===== config.mk =====
export PLATFORM = sky130hd
export DESIGN_NAME = spq_cell
export DESIGN_NICKNAME = d
export VERILOG_FILES = /design/src/hdl/spq_pkg.sv /design/src/hdl/spq_cell.sv
export SDC_FILE = /design/constraint.sdc
export NUM_CORES = 1
export LEC_CHECK = 0
export BUFFER_PORTS_ARGS = -buffer_cell sky130_fd_sc_hd__buf_2
export CORE_ASPECT_RATIO = 0.6
export CORE_MARGIN = 5
export CORE_UTILIZATION = 35
export DETAILED_ROUTE_END_ITERATION = 8
export PLACE_DENSITY = 0.75
export SYNTH_ARGS = -nofsm -noshare
export SYNTH_HDL_FRONTEND = slang
export SYNTH_SLANG_ARGS = --single-unit
export TNS_END_PERCENT = 20

===== constraint.sdc =====
create_clock -name clk -period 7 [get_ports clk]
set_input_delay 1.05 -clock clk [delete_from_list [all_inputs] [get_ports clk]]
set_output_delay 1.05 -clock clk [all_outputs]
set_load 0.02 [all_outputs]

===== src/hdl/spq_pkg.sv =====
// shared types, codes and sizes for the stable priority queue
package spq_pkg;

  localparam int DEPTH   = 32;
  localparam int CNT_W   = $clog2(DEPTH + 1);
  localparam int COUNT_W = 6;

  typedef enum logic {
    OP_INSERT = 1'b0,
    OP_REMOVE = 1'b1
  } op_t;

  typedef enum logic [1:0] {
    ST_DONE  = 2'd0,
    ST_FULL  = 2'd1,
    ST_EMPTY = 2'd2
  } status_t;

  typedef struct packed {
    op_t         opcode;
    logic [1:0]  priority_req;
    logic [15:0] patient_code;
    logic [15:0] nurse_code;
    logic [15:0] doctor_code;
    logic [23:0] entry_date;
    logic [10:0] entry_time;
  } req_t;

  typedef struct packed {
    status_t     status;
    logic [1:0]  head_priority;
    logic [15:0] head_patient;
    logic [15:0] head_nurse;
    logic [15:0] head_doctor;
    logic [23:0] head_date;
    logic [10:0] head_time;
    logic [5:0]  total_count;
    logic [5:0]  nonurgent_count;
  } rsp_t;

  typedef struct packed {
    logic [1:0]  prio;
    logic [15:0] patient;
    logic [15:0] nurse;
    logic [15:0] doctor;
    logic [23:0] date;
    logic [10:0] minutes;
  } slot_t;

  typedef struct packed {
    logic  insert;
    logic  remove;
    slot_t entry;
  } cell_ctl_t;

  // low bits of a stored count, zero extended when the count is narrow
  function automatic logic [COUNT_W-1:0] to_count(input logic [CNT_W-1:0] v);
    logic [CNT_W+COUNT_W-1:0] wide;
    wide = {{COUNT_W{1'b0}}, v};
    return wide[COUNT_W-1:0];
  endfunction

endpackage


===== src/hdl/spq_cell.sv =====
// one slot of the sorted queue with its insert and shift logic
module spq_cell (
  input  logic              clk,
  input  spq_pkg::cell_ctl_t ctl,
  input  logic              occ,
  input  logic              prev_after,
  input  spq_pkg::slot_t    prev_entry,
  input  spq_pkg::slot_t    next_entry,
  output logic              after,
  output spq_pkg::slot_t    entry
);
  import spq_pkg::*;

  // stored entry stays ahead of a new one of equal or lower urgency
  assign after = occ && (entry.prio <= ctl.entry.prio);

  always_ff @(posedge clk) begin
    if (ctl.insert && !after) begin
      entry <= prev_after ? ctl.entry : prev_entry;
    end else if (ctl.remove) begin
      entry <= next_entry;
    end
  end

endmodule


-- Word level (Yosys, flattened, before mapping)
Index checks and enable logic that the tools add are counted.
- register bits: 85
- latch bits: 0
- memory bits (writable): 0
- ROM bits: 0
- input bits: 260
- memories kept: 0
- add/sub/neg operators: 0
- multiply operators: 0
- div/mod/pow operators: 0
- $lt $le $gt $ge: 1
- equal/unequal tests: 0
- shift operators: 0
- mux-type cells: 3
- bitwise gates (word level): 0
- reductions and logical operators: 4
- operators by type and width (kind ; count):
    85-bit 2-to-1 mux ; 3
    2-bit <= comparator ; 1
    1-bit logical AND ; 2
    2-bit nonzero test ; 1
    1-bit logical NOT ; 1

-- Depth between registers and ports, before layout
Gate-level depths: netlist of the first run.
- word-level depth: 5
- mapped depth: 7
- mapped depth without buffers: 5

-- Worst setup path before layout of the first run
No wires, ideal clock.
- kind: in2reg
- start: in ctl[84] in the netlist's numbering
- end: reg entry[0] in the netlist's numbering, enable pin
- arrival: 2.986 ns
- path slack: 3.607 ns
- stages on the path: 6
- buffers on the path: 1
- path through: inv_1 -> ha_1 -> nor2b_4 -> o311a_1 -> buf_6 -> or2_2
- cells in the longest elaborated chain, start to end: 5
- ends and longest elaborated chain (what ; RTL line ; RTL):
    start: declaration ; spq_cell.sv:4 ; input spq_pkg::cell_ctl_t ctl,
    2-bit <= comparator ; spq_cell.sv:15 ; assign after = occ && (entry.prio <= ctl.entry.prio);
    1-bit logical AND ; spq_cell.sv:15 ;
    1-bit logical NOT ; spq_cell.sv:18 ; if (ctl.insert && !after) begin
    1-bit logical AND ; spq_cell.sv:18 ;
    2-bit nonzero test (no line) ; -- ;
    end signal: assignment ; spq_cell.sv:19 ; entry <= prev_after ? ctl.entry : prev_entry;
    end signal: assignment ; spq_cell.sv:21 ; entry <= next_entry;
    end: declaration ; spq_cell.sv:10 ; output spq_pkg::slot_t entry
Every way passes these cells.
A chain may end at the register's enable or synchronous reset.

-- Worst setup path after layout of the first run
- start: in ctl[84] in the netlist's numbering
- end: reg entry[57] in the netlist's numbering, enable pin
Same word-level chain as after synthesis.

==> results of run 1 <==
-- critical path: stages --
cell and delay (ns):
sky130_fd_sc_hd__buf_2 0.09, sky130_fd_sc_hd__inv_1 0.04, sky130_fd_sc_hd__ha_1 0.33, sky130_fd_sc_hd__nand3_1 0.13, sky130_fd_sc_hd__o311a_4 0.81, sky130_fd_sc_hd__or2_4 0.56
sky130_fd_sc_hd__buf_4 0.63
-- layer usage --
layer,GRT usage,routed length [µm]
met4,0.02949,57
met2,0.3161,7518
met3,0.08406,1627
met1,0.2362,6546
met5,0,7
-- per-stage QoR --
step                setup slack, ns  std cells    util
floorplan                     3.607        390       -
global placement              2.918        873  0.4993
detailed placement            2.874        873  0.4993
CTS                           3.219        889  0.5204
global route                  3.033        889  0.5204
finish                        3.190        889  0.5204
-- kinds of logic after synthesis --
family | synth area share
AND/OR/NAND/NOR | 0.07593
buffers and inverters | 0.04669
AO/OA/AOI/OAI | 0.1422
multiplexers | 0.1825
adder cells (fa/ha/maj) | 0.005365
flip-flops | 0.5474
-- where the power goes --
part	leakage (µW)	switching [µW]	total [µW]	internal, µW
Clock	0.000134	198	440	242
Combinational	0.00232	285	461	176
Sequential	0.000832	18.6	684	665
Total	0.00328	502	1580	1080
-- layout make-up --
cell class | count | area (µm²)
Inverter | 3 | 11.26
Clock buffer | 9 | 225.2
Clock inverter | 7 | 47.55
Fill cell | 1218 | 6202
Tap cell | 170 | 212.7
Multi-Input combinational cell | 265 | 1914
Timing Repair Buffer | 350 | 1767
Sequential cell | 85 | 2552
-- final timing paths --
kind / endpoint / slack [ns] / cells past startpoint
max: entry[57]$_DFFE_PP_ / 3.19 / 7
min: entry[74]$_DFFE_PP_ / 1.07 / 3
max reg2reg: entry[57]$_DFFE_PP_ / 3.62 / 5
min reg2reg: entry[74]$_DFFE_PP_ / 1.28 / 4
-- cell usage after synthesis --
master	number	area, µm²
sky130_fd_sc_hd__a22oi_1	85	638.1
sky130_fd_sc_hd__edfxtp_1	85	2552
sky130_fd_sc_hd__mux2i_1	85	850.8
sky130_fd_sc_hd__nor2_1	85	319.1
sky130_fd_sc_hd__buf_2	21	105.1
sky130_fd_sc_hd__clkbuf_1	10	37.54
sky130_fd_sc_hd__buf_6	5	56.30
sky130_fd_sc_hd__inv_1	3	11.26
sky130_fd_sc_hd__ha_1	2	25.02
sky130_fd_sc_hd__buf_4	1	7.510
sky130_fd_sc_hd__nand2_1	1	3.750
sky130_fd_sc_hd__nand3_1	1	5.000
sky130_fd_sc_hd__nor2b_1	1	6.260
sky130_fd_sc_hd__nor2b_4	1	13.76
sky130_fd_sc_hd__o211ai_1	1	7.510
sky130_fd_sc_hd__o311a_1	1	10.01
sky130_fd_sc_hd__o31ai_1	1	7.510
sky130_fd_sc_hd__or2_2	1	6.260
==> results, run 1 <==
- The flow ran to the end, and the final reports show no timing, DRC or antenna violations.
- In the layout the commonest cells are sky130_fd_sc_hd__buf_2, sky130_fd_sc_hd__mux2i_1, sky130_fd_sc_hd__nor2_1, sky130_fd_sc_hd__a22oi_1, sky130_fd_sc_hd__edfxtp_1.
- The core region area is 12930 µm².
- For this run, the total global-route usage over all layers was measured as 0.1902.
- In this run the static leakage power is 0.003284 µW.
- The class of the tightest hold or removal check is primary input to flop.
- In the final layout, the registers with the most flip-flops are entry (85).
- The element type at the critical path start is a primary input.
- The post-cts sizing count is 0.
- The final total negative setup slack is 0 ns.
- The count of input and output buffers is 345.
- The transition time of the tightest slew-check pin is 0.9780 ns.
- The number of antenna violations at the first check in global routing is 1.
- The critical path capture point type is a flop.
- The number of antenna diodes in the final layout is 0.
- The total number of clock tree sinks is 85.
- The root buffer cell is sky130_fd_sc_hd__clkbuf_16.
- The sequential area share after synthesis is 0.5474.
- The average via count per standard cell is 4.955.
- The aggregate global routing overflow is 0.
- The DRC violation count after routing is 0.
- The via count is 4405.
- Leaving out fill and tap cells, the most frequent cell in the layout is sky130_fd_sc_hd__buf_2.
- The setup path with the least slack is of type primary input to flop.
- During synthesis, Yosys emitted a total of 0 warnings.
- The clock tree from TritonCTS is done.
- The area of all placed cells without fillers is 6730 µm².
- After synthesis the cells add up to 4663 µm².
- Relative to the synthesized area, the layout overhead comes to 44.33%.
- The via count of the first global-routing pass is 4640.
- Setup violations remaining at the end of the flow were counted as 0.
- For this configuration, the core starts out at a cell density of 0.3606.
- The detailed-route wire length per cell is 17.72 µm.
- The die covers 15810 µm².
- Across the routed clock network, the largest skew measured is 0.01042 ns.
- Data on the critical path is required at its endpoint by 6.97 ns.
- Dividing the final minimum period by the clock period gives 0.5443.
- The maximum clock frequency is 0.2624 GHz.
- Clock-pin slew was measured on the worst setup and hold paths at 0.07 ns.
- In this run, the number of DRC markers left after iteration 0 of detailed routing was 264.
- The register with the most flip-flops in the layout has 85 of them.
- The number of placement rows is 32.
- The count of pins over their slew limit came to 0.
- The cell area reported after detailed placement is 6457 µm².
- After clock tree synthesis, the flow added hold-fix buffers numbering 0.
- The total power is 1585 µW.
- The clock network latency to the later pin of the worst-skew pair is 0.34 ns.
- The final weighted congestion of routability-driven global placement is 0.8163.
- The worst hold slack after final layout is 1.073 ns.
- 346 I/O pins were placed.
- Max-cap violations in this run came to 0.
- The half-perimeter wire length after placement is 12160 µm.
- The final wirelength is 15760 µm.
- In this run the remaining antenna-violating nets after routing total 0.
- The startpoint of the worst-slack reg-to-reg timing path is entry[84]$_DFFE_PP_.
- Counting the buffers created by CTS gives 9.
- The first TritonRoute pass finished after 4 iterations.
- More flip-flops sit in one register than any other, and that register is entry.
- The highest ir drop seen on vdd is 0.1338 mV.
- The final layout contains 976 nets.
- The number of instances in the synthesized netlist is 390.
- The total count of hold-check failures in the final report is 0.
- Setup repair after global routing left no endpoint under its margin.
- The overall die width is 159.0 µm.
- The largest net degree at the start of global routing is 87.
- The number of different library cells in the post-synthesis netlist is 18.
- After synthesis the netlist holds a flip-flop and latch count of 85.
- In the final layout, the share of cells above drive strength 1 is 0.5132.
- The worst relative slew slack is 0.3466.
- The longest clock path from root to sink contains 2 buffers.
- The average instance in the mapped netlist occupies 11.96 µm².
- Dividing total power by cell area gives a power density of 235.4 nW/µm².
- The net count after synthesis is 652.
- In this run the most critical hold path is launched from next_entry[74].
- The first global-routing pass estimated 24340 µm of wire.
- In this run the worst setup path begins at ctl[84].
- In this run the vertical extent of the chip is 99.41 µm.
- The post-CTS repair timing setup buffer count is 0.
- The worst endpoint data arrival time is 3.78 ns.
- The minimum period implied by the final worst setup slack is 3.810 ns.
- Of all nets on the critical path, the largest fanout is 86.
- The clock tree synthesis step divided the H-tree into 3 levels.
No activity file was read; power rests on OpenSTA's default activity.
==> run 2, diff against run 1 <==
Settings changed: PLACE_DENSITY 0.75 to 0.78.
Clock period 7 ns to 3.35 ns, I/O delays scaled along.
==> results, run 2 (same netlist as run 1, synthesis figures left out) <==
- The run finished with clean final reports.
- The number of detailed-route iterations in the first pass is 4 (unchanged).
- The post-cts sizing count was 0 (unchanged).
- The required time of the worst setup path is 3.40 ns (-3.57 ns).
- The final clock skew is 0.008878 ns (-0.001539 ns).
- The top layer used by detailed routing is met5.
- The maximum net fanout on the critical path is 82 (-4.7%).
- The first-iteration detailed-routing DRC count is 306 (+16%).
- The remaining number of nets flagged by the antenna check after routing is 0 (unchanged).
- The terminus of the critical flop-to-flop path is entry[14]$_DFFE_PP_.
- The startpoint of the worst-slack reg-to-reg timing path is entry[84]$_DFFE_PP_.
- The post-CTS repair timing setup buffer count came to 0 (unchanged).
- The element type at the critical path start is a flop.
- The global-route total usage across every layer is 0.1920 (+0.001732).
- The flip-flop count of the largest register after layout is 85 (unchanged).
- The number of antenna violations at the first check in global routing is 3 (+2).
- The net total in the final layout was 981 (+0.51%).
- Traced cell by cell, the critical path runs through ha_1 -> nor2b_4 -> o311a_4 -> or2_4 -> buf_4.
- The largest registers in the layout are entry (85).
- The global-route wire length before repair is 24350 µm (about the same).
- The transition time of the tightest slew-check pin is 1.149 ns (+0.1710 ns).
- The minimum period implied by the final worst setup slack is 2.542 ns.
- By startpoint and endpoint, the worst setup path is classified as flop to flop.
- The share of the clock period used by the worst path after layout is 0.7588.
- The number of hold buffers added after CTS came to 0 (unchanged).
- The core region area was 12930 µm² (unchanged).
- The count of input and output buffers was 345 (unchanged).
- The largest net degree at the start of global routing is 86 (-1.1%).
- The count of pins over their slew limit came to 0 (unchanged).
- The highest ir drop seen on vdd came to 0.2369 mV (+77%).
- The aggregate global routing overflow is 0 (unchanged).
- Based on the critical path, the design can be clocked at up to 0.3934 GHz.
- The total count of hold-check failures in the final report is 0 (unchanged).
- The detailed-route wire length per cell is 18.00 µm (+1.5%).
- The end point of the critical path is entry[14]$_DFFE_PP_.
- The area enclosed by the die boundary came to 15810 µm² (unchanged).
- The critical path capture point type is a flop.
- The overall die width is 159.0 µm (unchanged).
- The number of max-capacitance violations reported is 0 (unchanged).
- The clock network latency to the later pin of the worst-skew pair is 0.33 ns (about the same).
- The layout overhead on the synthesized area is 45.99%.
- The register-to-register path setup slack is 0.81 ns (-2.81 ns).
- The maximum buffer depth of the clock tree is 2 (unchanged).
- The setup violation total in the final timing report is 0 (unchanged).
- The initial core utilization is 0.3606 (unchanged).
- The final wirelength is 16110 µm (+2.2%).
- The DRC violation count after routing is 0 (unchanged).
- The I/O pin count is 346 (unchanged).
- The sum of met3 wire segment lengths after detailed routing was 1722 µm (+5.8%).
- The routed length on met2 came to 7954 µm (+5.8%).
- The total number of clock tree sinks is 85 (unchanged).
- The worst endpoint data arrival time is 2.59 ns (-1.19 ns).
- The leakage dissipation was 0.003316 µW (+0.98%).
- TritonCTS built the clock tree.
- The fill cell instance count of the final layout is 1226 (+0.66%).
- The peak per-stage delay on the critical path came to 0.87 ns (+0.06 ns).
- The number of buffers added by the clock tree synthesis step was 9 (unchanged).
- The worst relative slew slack is 0.2340 (-0.1126).
- The worst hold slack after final layout was 0.5244 ns (-0.5488 ns).
- The half-perimeter wire length after placement is 12330 µm (+1.4%).
- The die outline height was 99.41 µm (unchanged).
- Ranked by flip-flop count, first place goes to entry.
- The via count was 4435 (+0.68%).
- The fraction of final layout cells with drive strength greater than 1 was 0.5145 (+0.001310).
- The average via count per standard cell was 4.955 (about the same).
- The power density normalized to cell area is 495.9 nW/µm² (+110%).
- The cell sitting at the root of the clock tree is a sky130_fd_sc_hd__clkbuf_16.
- The final weighted congestion of routability-driven global placement is 0.8447 (+3.5%).
- Leaving out fill and tap cells, the most frequent cells in the layout are sky130_fd_sc_hd__buf_2, sky130_fd_sc_hd__mux2i_1, sky130_fd_sc_hd__nor2_1, sky130_fd_sc_hd__a22oi_1, sky130_fd_sc_hd__edfxtp_1.
- The number of placement rows is 32 (unchanged).
- The final total negative setup slack was 0 ns (unchanged).
- The clock transition at the registers of the reported paths is 0.06 ns (about the same).
- The worst reg-to-reg path cell count is 5 (unchanged).
- The H-tree depth is 3 (unchanged).
- The via count of the first global-routing pass is 4528 (-2.4%).
- The path class of the tightest hold or removal check is primary input to flop.
- The met1 layer wirelength in the final routing is 6222 µm (-4.9%).
- The library cell used most frequently in the layout, excluding fill and tap cells, is sky130_fd_sc_hd__buf_2.
- The cell with the largest stage delay on the worst path is sky130_fd_sc_hd__or2_4.
- In this run the worst setup path begins at entry[84]$_DFFE_PP_.
- Setup repair after global routing left no endpoint under its margin.
==> run 2: stage by stage <==
stage               setup WS, ns  power (µW)  instances  instance area (µm²)    util
floorplan                 0.4996        2040        390                 4663       -
CTS                       0.7868        3414        893                 6803  0.5260
global placement          0.6192        2423        878                 6520  0.5042
detailed placement        0.5540        2444        878                 6520  0.5042
finish                    0.8079        3376        895                 6808  0.5264
global route              0.6761        3551        894                 6805  0.5262
==> run 2: worst min-delay path by stage <==
stage,start,end,slack [ns],cells past startpoint
floorplan,next_entry[0],entry[0]$_DFFE_PP_,0.77,2
global placement,next_entry[25],entry[25]$_DFFE_PP_,0.86,3
detailed placement,next_entry[20],entry[20]$_DFFE_PP_,0.86,3
CTS,next_entry[11],entry[11]$_DFFE_PP_,0.52,3
global route,next_entry[11],entry[11]$_DFFE_PP_,0.51,3
finish,next_entry[18],entry[18]$_DFFE_PP_,0.52,3
==> run 2: cell type report <==
class | count | area (µm²) | share of cell area
antenna | 2 | 5.005 | 0.0007352
clock buffer | 11 | 232.7 | 0.03418
clock inverter | 4 | 50.05 | 0.007352
inverter | 3 | 11.26 | 0.001654
multi-input combinational | 265 | 1914 | 0.2812
sequential | 85 | 2552 | 0.3749
tap | 170 | 212.7 | 0.03124
timing repair buffer | 355 | 1829 | 0.2687
==> run 2: power by group <==
part	internal, µW	total [µW]	switching [µW]
sequential	1390	1430	41.7
combinational	378	977	599
clock	573	965	392
total	2340	3380	1030
==> run 2: worst max-delay path, delay by kind of cell, from the launching register on <==
family	cells	cell delay, ns
AO/OA/AOI/OAI	1	0.18
AND/OR/NAND/NOR	2	1.04
flip-flops	1	0.39
adder cells (fa/ha/maj)	1	0.33
buffers and inverters	1	0.26
==> run 2: per-layer routing <==
| metal | up-vias | global-route usage |
|---|---|---|
| met2 | 208 | 0.3193 |
| met3 | 19 | 0.08861 |
| met5 | - | 0 |
| li1 | 2154 | - |
| met1 | 2052 | 0.2329 |
| met4 | 2 | 0.03670 |
==> run 3, diff against run 2 <==
Clock period 3.35 ns to 2.1 ns, I/O delays scaled along.
==> results, run 3 (same netlist as run 1, synthesis figures left out) <==
- Leaving out fill and tap cells, the most frequent cells in the layout are sky130_fd_sc_hd__buf_2, sky130_fd_sc_hd__mux2i_1, sky130_fd_sc_hd__nor2_1, sky130_fd_sc_hd__a22oi_1, sky130_fd_sc_hd__edfxtp_1.
- The minimum period implied by the final worst setup slack is 1.911 ns (-0.6308 ns).
- The worst relative slew slack is 0.7307 (+0.4967).
- The count of pins over their slew limit is 0 (unchanged).
- The clock transition at the registers of the reported paths is 0.06 ns (about the same).
- The critical path class is flop to flop.
- The net total in the final layout is 990 (+0.92%).
- The area enclosed by the die boundary is 15810 µm² (unchanged).
- STA classifies the critical path startpoint as a flop.
- Setup repair after global routing left no endpoint under its margin.
- The global-route wire length before repair is 25150 µm (+3.3%).
- The critical path starts at entry[84]$_DFFE_PP_.
- The final clock skew is 0.005529 ns (-0.003349 ns).
- The required time of the worst setup path is 2.16 ns (-1.24 ns).
- The setup violation total in the final timing report is 0 (unchanged).
- The die outline height is 99.41 µm (unchanged).
- The total count of hold-check failures in the final report is 0 (unchanged).
- The via count came to 4516 (+1.8%).
- The half-perimeter wire length after placement came to 12850 µm (+4.2%).
- The number of hold buffers added after CTS is 0 (unchanged).
- Counting flops per register, the top entry is entry.
- The DRC violation count after routing is 0 (unchanged).
- The cell area reported after detailed placement is 6665 µm² (+2.2%).
- The final wirelength is 16230 µm (+0.79%).
- The number of antenna cells inserted is 0 (-2).
- The maximum buffer depth of the clock tree is 2 (unchanged).
- The worst hold slack after final layout came to 0.3432 ns (-0.1812 ns).
- The number of buffers added by the clock tree synthesis step is 9 (unchanged).
- The remaining number of nets flagged by the antenna check after routing is 0 (unchanged).
- The number of max-capacitance violations reported is 0 (unchanged).
- The number of antenna violations at the first check in global routing is 0 (-3).
- The initial core utilization is 0.3606 (unchanged).
- The number of detailed-route iterations in the first pass is 5 (+1).
- The clock tree from TritonCTS is done.
- The flip-flop count of the largest register after layout is 85 (unchanged).
- The maximum clock frequency came to 0.5232 GHz (+33%).
- The worst endpoint data arrival time was 1.98 ns (-0.61 ns).
- The register-to-register path setup slack came to 0.19 ns (-0.62 ns).
- The highest ir drop seen on vdd is 0.3921 mV (+66%).
- The power density normalized to cell area is 782.1 nW/µm² (+58%).
- Leaving out fill and tap cells, the most frequent cell in the layout is sky130_fd_sc_hd__buf_2.
- The leakage dissipation is 0.003387 µW (+2.1%).
- The I/O pin count is 346 (unchanged).
- The critical path ends at entry[39]$_DFFE_PP_.
- The share of the clock period used by the worst path after layout is 0.9101 (+0.1513).
- The H-tree depth came to 3 (unchanged).
- The largest registers in the layout are entry (85).
- The clock network latency to the later pin of the worst-skew pair came to 0.33 ns (about the same).
- The number of placement rows was 32 (unchanged).
- The terminus of the critical flop-to-flop path is entry[39]$_DFFE_PP_.
- The maximum net fanout on the critical path is 44 (-46%).
- From synthesis to final layout, the design area changed by 49.07%.
- The detailed-route wire length per cell is 18.00 µm (about the same).
- The overall die width is 159.0 µm (unchanged).
- The count of input and output buffers is 345 (unchanged).
- The largest net degree at the start of global routing is 52 (-40%).
- The average via count per standard cell was 5.007 (+1.0%).
- The fraction of final layout cells with drive strength greater than 1 is 0.5219 (+0.007335).
- The critical path capture point type is a flop.
- The final weighted congestion of routability-driven global placement came to 0.8286 (-1.9%).
- The total number of clock tree sinks is 85 (unchanged).
- The root buffer cell is sky130_fd_sc_hd__clkbuf_16.
- The area of all placed cells without fillers is 6952 µm² (+2.1%).
- In this run the worst hold path is classified as primary input to flop.
- The worst reg-to-reg path cell count is 5 (unchanged).
- The core region area is 12930 µm² (unchanged).
- The via count of the first global-routing pass is 4768 (+5.3%).
- The startpoint of the worst-slack reg-to-reg timing path is entry[84]$_DFFE_PP_.
- The run finished with clean final reports.
- The first-iteration detailed-routing DRC count is 237 (-23%).
- The transition time of the tightest slew-check pin came to 0.4040 ns (-0.7450 ns).
- The global-route total usage across every layer came to 0.1957 (+0.003703).
- The aggregate global routing overflow came to 0 (unchanged).
run 3: changes by cell type in the layout (fill, tap and decap cells not counted):
| cell | before | now |
|---|---|---|
| sky130_fd_sc_hd__buf_6 | 0 | 1 |
| sky130_fd_sc_hd__ha_4 | 0 | 1 |
| sky130_fd_sc_hd__buf_12 | 2 | 8 |
| sky130_fd_sc_hd__diode_2 | 2 | 0 |
| sky130_fd_sc_hd__ha_1 | 2 | 1 |
| sky130_fd_sc_hd__o311a_2 | 0 | 1 |
| sky130_fd_sc_hd__buf_4 | 9 | 11 |
| sky130_fd_sc_hd__o311a_4 | 1 | 0 |
run 3: metrics by stage:
| step | cells | worst slack (ns) | total power [µW] | util | TNS [ns] |
|---|---|---|---|---|---|
| after floorplan | 390 | -0.3148 | 3258 | - | -26.76 |
| after global placement | 887 | 0.08853 | 3911 | 0.5154 | 0 |
| after detailed placement | 887 | 0.03184 | 3949 | 0.5154 | 0 |
| after CTS | 902 | 0.04362 | 5499 | 0.5372 | 0 |
| after global routing | 902 | 0.08186 | 5724 | 0.5375 | 0 |
| final | 902 | 0.1887 | 5437 | 0.5375 | 0 |
run 3: power breakdown:
part / internal (µW) / switching (µW)
clock: 914 / 624
sequential: 2220 / 66.6
combinational: 650 / 966
total: 3780 / 1660
run 3: critical path: stages, from the launching register on:
cell and delay (ns):
sky130_fd_sc_hd__edfxtp_1 0.43, sky130_fd_sc_hd__ha_4 0.24, sky130_fd_sc_hd__nor2b_4 0.13, sky130_fd_sc_hd__o311a_2 0.37, sky130_fd_sc_hd__or2_4 0.27, sky130_fd_sc_hd__buf_12 0.20
run 3: repair_timing:
item,in CTS,in global routing
resized for setup,0,1
setup buffers,0,0
setup endpoints to repair,0,51
run 3: worst min-delay path by stage:
stage                         startpoint             endpoint  slack [ns]  depth (start not counted)
after floorplan            next_entry[0]   entry[0]$_DFFE_PP_        0.58                          2
after global placement    next_entry[23]  entry[23]$_DFFE_PP_        0.67                          3
after detailed placement  next_entry[52]  entry[52]$_DFFE_PP_        0.68                          3
after CTS                 next_entry[11]  entry[11]$_DFFE_PP_        0.33                          3
after global routing      next_entry[52]  entry[52]$_DFFE_PP_        0.33                          3
final                     next_entry[25]  entry[25]$_DFFE_PP_        0.34                          3
run 3: cell type report:
| type | instances | area, µm² |
|---|---|---|
| Clock buffer | 11 | 232.7 |
| Clock inverter | 4 | 50.05 |
| Fill cell | 1156 | 5981 |
| Inverter | 3 | 11.26 |
| Multi-Input combinational cell | 265 | 1917 |
| Sequential cell | 85 | 2552 |
| Tap cell | 170 | 212.7 |
| Timing Repair Buffer | 364 | 1976 |
run 3: metal layers:
| metal | GRT usage | up-vias | share of wire | wire, µm |
|---|---|---|---|---|
| met2 | 0.3397 | 221 | 0.49 | 8008 |
| met4 | 0.04456 | 0 | 0.014 | 235 |
| li1 | - | 2166 | - | - |
| met3 | 0.06998 | 19 | 0.095 | 1544 |
| met1 | 0.2358 | 2110 | 0.40 | 6445 |
| met5 | 0 | - | 0 | 0 |
